## config.mk

```make
export PLATFORM = sky130hd
export DESIGN_NAME = qc_ldpc_encode_and_check
export DESIGN_NICKNAME = d
export VERILOG_FILES = /design/src/qcldpc_pkg.sv /design/src/qc_ldpc_encode_and_check.sv
export SDC_FILE = /design/constraint.sdc
export NUM_CORES = 1
export LEC_CHECK = 0
export BUFFER_PORTS_ARGS = -buffer_cell sky130_fd_sc_hd__buf_4
export CAP_MARGIN = 10
export CELL_PAD_IN_SITES_DETAIL_PLACEMENT = 2
export CELL_PAD_IN_SITES_GLOBAL_PLACEMENT = 2
export CORE_UTILIZATION = 42
export CTS_CLUSTER_SIZE = 24
export DETAILED_ROUTE_END_ITERATION = 10
export PLACE_DENSITY_LB_ADDON = 0.12
export SLEW_MARGIN = 20
export SYNTH_ARGS = -nofsm -noshare
export SYNTH_HDL_FRONTEND = slang
export SYNTH_SLANG_ARGS = --single-unit
```

## constraint.sdc

```tcl
create_clock -name clk -period 6.3 [get_ports clk]
set_clock_uncertainty 0.05 [all_clocks]
set_input_delay 0.315 -clock clk [delete_from_list [all_inputs] [get_ports clk]]
set_output_delay 0.315 -clock clk [all_outputs]
set_load 0.005 [all_outputs]
```

## src/qcldpc_pkg.sv

```systemverilog
// Package with the base matrix, circulant helpers and opcodes of the QC-LDPC encoder and checker.
`timescale 1ns / 1ps

package qcldpc_pkg;

	localparam int CIRC      = 5;
	localparam int MSG_BITS  = 20;
	localparam int CW_BITS   = 40;
	localparam int SYN_BITS  = 20;
	localparam int BLK_ROWS  = 4;
	localparam int BLK_COLS  = 8;
	localparam int MSG_BLKS  = 4;

	typedef enum logic {
		OP_ENCODE = 1'b0,
		OP_CHECK  = 1'b1
	} opcode_t;

	typedef logic [2:0]         shift_t;
	typedef logic [CIRC-1:0]    blk_t;
	typedef logic [CW_BITS-1:0] word_t;

	// Marks an all-zero block in the base matrix.
	localparam shift_t NOBLK = 3'd7;

	localparam shift_t SHIFT_TAB [BLK_ROWS][BLK_COLS] = '{
		'{3'd1, NOBLK, 3'd3, 3'd1, 3'd2, 3'd0, NOBLK, NOBLK},
		'{3'd2, 3'd0, NOBLK, 3'd3, NOBLK, 3'd0, 3'd0, NOBLK},
		'{NOBLK, 3'd4, 3'd2, 3'd3, 3'd1, NOBLK, 3'd0, 3'd0},
		'{3'd4, 3'd1, 3'd0, NOBLK, 3'd2, NOBLK, NOBLK, 3'd0}
	};

	// Circulant I_s applied to a block: result bit i is v bit (i+s) mod 5.
	function automatic blk_t circ(blk_t v, shift_t s);
		blk_t res;
		int   idx;
		res = '0;
		for (int i = 0; i < CIRC; i++) begin
			idx = i + int'(s);
			if (idx >= CIRC) begin
				idx = idx - CIRC;
			end
			res[i] = v[idx];
		end
		return res;
	endfunction

	// XOR of the nonzero blocks of one block row over block columns lo..hi-1.
	function automatic blk_t row_terms(word_t w, int r, int lo, int hi);
		blk_t acc;
		acc = '0;
		for (int c = 0; c < BLK_COLS; c++) begin
			if (c >= lo && c < hi && SHIFT_TAB[r][c] != NOBLK) begin
				acc = acc ^ circ(w[CIRC*c +: CIRC], SHIFT_TAB[r][c]);
			end
		end
		return acc;
	endfunction

endpackage

```

## src/qc_ldpc_encode_and_check.sv

```systemverilog
// Top level of the rate-1/2 quasi-cyclic LDPC encoder and syndrome checker.
`timescale 1ns / 1ps

// Usage:
// The input channel (in_valid, in_ready) carries an opcode and a 40-bit word. With the
// encode opcode, bits 0-19 are the message and bits 20-39 are ignored; the block
// returns the systematic codeword (message, then parity blocks p1..p4). With the check
// opcode, the word is echoed on codeword. In both modes syndrome is H times the
// returned codeword over GF(2) and syndrome_parity is the XOR of its twenty bits, so
// an encoded word always shows an all-zero syndrome.
// The output channel (out_valid, out_ready) delivers exactly one result per input
// transfer, in order.
// An input transfer loads the input register; the result register then loads from it
// when it may advance and raises out_valid. The whole encode and syndrome XOR network
// sits between those two registers, so the block sustains one transfer per clock cycle
// while the receiver does not stall.
// When the receiver stalls, the result register holds its value and the input
// register can still take one more item; in_ready falls only when both are full.
// Reset (arst_n low) empties both registers at once; no result is pending after it.
module qc_ldpc_encode_and_check
	import qcldpc_pkg::*;
(
	input  logic                clk,
	input  logic                arst_n,
	input  logic                in_valid,
	output logic                in_ready,
	input  logic                opcode,
	input  logic [CW_BITS-1:0]  word_in,
	output logic                out_valid,
	input  logic                out_ready,
	output logic [CW_BITS-1:0]  codeword,
	output logic [SYN_BITS-1:0] syndrome,
	output logic                syndrome_parity
);

	// Input register.
	logic                v_s1;
	logic                opcode_s1;
	word_t               word_s1;

	// Result register.
	logic                v_s2;
	word_t               codeword_s2;
	logic [SYN_BITS-1:0] syndrome_s2;
	logic                parity_s2;

	logic                adv_s2;
	logic                take_in;

	word_t               msg_word;
	blk_t                s_sum;
	blk_t                p1;
	blk_t                p2;
	blk_t                p3;
	blk_t                p4;
	word_t               cw_d;
	logic [SYN_BITS-1:0] syn_d;

	// The result register may load when it is empty or its item leaves in this cycle.
	assign adv_s2   = !v_s2 || out_ready;
	assign in_ready = !v_s1 || adv_s2;
	assign take_in  = in_valid && in_ready;

	// Encoder by back-substitution, then the syndrome of the outgoing word.
	always_comb begin
		msg_word = {{(CW_BITS-MSG_BITS){1'b0}}, word_s1[MSG_BITS-1:0]};
		s_sum    = '0;
		for (int r = 0; r < BLK_ROWS; r++) begin
			s_sum = s_sum ^ row_terms(msg_word, r, 0, MSG_BLKS);
		end
		p1 = circ(s_sum, 3'd4);
		p2 = row_terms(msg_word, 0, 0, MSG_BLKS) ^ circ(p1, 3'd2);
		p3 = row_terms(msg_word, 1, 0, MSG_BLKS) ^ p2;
		p4 = row_terms(msg_word, 3, 0, MSG_BLKS) ^ circ(p1, 3'd2);

		if (opcode_s1 == OP_CHECK) begin
			cw_d = word_s1;
		end else begin
			cw_d = {p4, p3, p2, p1, word_s1[MSG_BITS-1:0]};
		end

		for (int r = 0; r < BLK_ROWS; r++) begin
			syn_d[CIRC*r +: CIRC] = row_terms(cw_d, r, 0, BLK_COLS);
		end
	end

	always_ff @(posedge clk or negedge arst_n) begin
		if (!arst_n) begin
			v_s1 <= 1'b0;
			v_s2 <= 1'b0;
		end else begin
			if (in_ready) begin
				v_s1 <= in_valid;
			end
			if (adv_s2) begin
				v_s2 <= v_s1;
			end
		end
	end

	always_ff @(posedge clk) begin
		if (take_in) begin
			opcode_s1 <= opcode;
			word_s1   <= word_in;
		end
		if (adv_s2 && v_s1) begin
			codeword_s2 <= cw_d;
			syndrome_s2 <= syn_d;
			parity_s2   <= ^syn_d;
		end
	end

	assign out_valid       = v_s2;
	assign codeword        = codeword_s2;
	assign syndrome        = syndrome_s2;
	assign syndrome_parity = parity_s2;

endmodule

```

==> results.toml <==
[setup_path]
crit_arrival_ns = 3.51
start_kind = "register"
cp.required_ns = 6.35
rr_endpoint = "syndrome_parity$_DFFE_PP_"
crit_path_cell_trace = "xnor2_1 -> xnor2_1 -> xnor3_1 -> mux2_2 -> xnor2_1 -> xnor3_1 -> xnor3_1"
cp_max_fo = 5
critPathKind = "reg2reg"
crit_end = "syndrome_parity$_DFFE_PP_"
r2r-start = "word_s1[14]$_DFFE_PP_"
cpPeakStageDelay_ns = 0.55
cp-end-kind = "register"
reg2reg_slack_ns = 2.84
reg2reg_depth = 7
cpMaxStageDelayCell = "edfxtp_1"
startpoint = "word_s1[14]$_DFFE_PP_"

[power_and_ir_drop]
switchingPower_uw = 660.8
pwr-share-seq_pct = 40.4
powerDensity_nw_per_um2 = 371.6
p_int_uw = 1682
p_sw_share_pct = 28.21
peakVddDrop_v = 0.0002263
p_leak_uw = 0.002615
clkPwrFrac_pct = 26.3
comb_power_share_pct = 33.2

[sta]
fin_setup_tns_ns = 0
worst_slew_pin_slew_ns = 1.074
rsz0062_at_grt = "no"
finalCriticalPeriod_ns = 3.465
max_freq_mhz = 288.6
final_hold_viol_count = 0
relSlewSlack_pct = 28.39
period_share_pct = 55.00
setup-violations-final = 0
final_max_slew_viol_count = 0

[synthesis]
yosysTopAreaCellShare_pct = 61.17
yosys.area.top_type = "edfxtp_1"
synth_area_um2 = 5007
async_flop_share_pct = 1.923
netlist_instances = 292
ys_seq_area_share_pct = 62.17
syn_nets = 337
ys_ff_latch = 104
synth_cell_types = 27
synth_warnings = 0
synth.avg_cell_area_um2 = 17.15
synth-edff-count = 102
synthTopCellsByArea = "edfxtp_1, xnor3_1, xnor2_1"
synthFlopType = "edfxtp_1"

[global_routing]
grt_max_degree = 62
antenna_found_initial = 0
grt_pass1_vias = 3072
gr-total-overflow = 0
grt_pass1_wl_um = 19040
grt_usage_pct = 21.85

[routing]
post-route-drc-count = 21
wl_per_cell_um = 22.90
drt_iter0_drc = 146
routed_wl_um = 12660
ant_nets = 0
dr_total_vias = 2777
vias_per_cell = 5.022
firstDrtPassIters = 7

[flow_run]
maxCapViolCount = 0

[clock_tree]
htreeDepth = 3
worstSkewPairLatency_ns = 0.36
clock_path_buffers = 2
clkTransAtPathRegs_ns = 0.07
cts-root-buf = "clkbuf_16"
cts_buffers = 9
postCtsSetupBuffers = 0
cts_resized = 0
clock_sinks = 104
cts_tree = "yes"

[finish]
multi_input_area_um2 = 1838
area_growth_pct = 25.89
regArea_um2 = 3113
final_util_pct = 54.74
mostFrequentLayoutCell = "buf_4"
antenna_cells = 0
nNetsFinal = 450
drive_above_1_share_pct = 33.41
most-common-layout-cells = "buf_4, edfxtp_1, xnor2_1, xor2_1, xnor3_1"
nFillCells = 1044

[die]
start_util_pct = 43.48
rows = 39
die_y_um = 111.2
core_area_um2 = 11520
pin_count = 108
die_x_um = 111.2
dieArea_um2 = 12360

[placed_design]
portBuffers = 107
gp_congestion = 0.7933
dp.final_hpwl_um = 9002

[min_path]
hp-class = "in2reg"
whs_path_depth = 1

[status]
violations = "design-rule violations"
status = "finished, violations left"
## power groups by stage
stage | sequential, uW | combinational [uW] | clock, uW
6_report | 947 | 779 | 616
5_1_grt | 957 | 829 | 655
4_1_cts | 950 | 790 | 635
3_5_place_dp | 962 | 776 | 0
3_3_place_gp | 955 | 746 | 0
2_1_floorplan | 951 | 519 | 0
## state kept, by name (all words and copies together) (netlist names)
| signal | count |
|---|---|
| codeword | 40 |
| opcode_s1 | 1 |
| out_valid | 1 |
| syndrome | 20 |
| syndrome_parity | 1 |
| v_s1 | 1 |
| word_s1 | 40 |
## worst min-delay path by stage
stage | start | end
floorplan | arst_n | out_valid$_DFFE_PN0P_
global placement | arst_n | out_valid$_DFFE_PN0P_
detailed placement | arst_n | v_s1$_DFFE_PN0N_
CTS | word_in[17] | word_s1[17]$_DFFE_PP_
global route | word_in[14] | word_s1[14]$_DFFE_PP_
finish | word_in[21] | word_s1[21]$_DFFE_PP_
## cells by family after synthesis
| group | share of synthesized area [%] |
|---|---|
| AOI/OAI and AO/OA | 1.449 |
| muxes | 1.474 |
| buffers and inverters | 1.174 |
| DFF | 62.17 |
| and+or+nand+nor | 4.148 |
| xor gates and xnor gates | 29.58 |
## cells in the mapped netlist, types with 3 or more instances
| cell type | count |
|---|---|
| and2_1 | 14 |
| edfxtp_1 | 102 |
| nor2b_1 | 4 |
| mux2_2 | 3 |
| xnor3_1 | 28 |
| mux2i_1 | 4 |
| o21ai_0 | 9 |
| inv_1 | 5 |
| nand2_1 | 14 |
| clkbuf_1 | 5 |
| nand2b_1 | 3 |
| xnor2_1 | 51 |
| xor2_1 | 31 |
## repair_timing
action                                  4_1_cts  5_1_grt
endpoints found under the hold margin         2        0
hold buffers                                  1        0
endpoints found under the setup margin        0        0
## stage by stage
stage                     hold WS (ns)  instances  cell area, um^2  setup slack [ns]  power (uW)
after CTS                      0.06157        553             6304             2.774        2375
after floorplan               -0.03059        292             5007             3.329        1470
final                          0.07883        553             6304             2.835        2342
after global routing           0.05794        553             6304             2.633        2442
after detailed placement       0.05481        536             5967             2.853        1738
after global placement         0.04793        536             5967             3.042        1701
## critical path, delay by kind of cell (launching register included)
family | cells | cell delay (ns)
muxes | 1 | 0.34
xor gates and xnor gates | 6 | 2.26
DFF | 1 | 0.55
## final cells by class
class | count | area share [%]
Sequential cell | 104 | 49.38
Inverter | 5 | 0.2977
Tap cell | 143 | 2.838
Multi-Input combinational cell | 175 | 29.16
Clock inverter | 7 | 1.608
Clock buffer | 9 | 3.573
Timing Repair Buffer | 110 | 13.14
## per-layer routing
metal | vias up | global-route usage, % | routed length [um]
met5 | - | 0 | 0
met4 | 0 | 5.495 | 162
met3 | 13 | 6.780 | 626
met2 | 91 | 38.58 | 6685
met1 | 1417 | 25.82 | 5190
li1 | 1256 | - | -
Note: power is estimated with default switching activity, not from simulation.
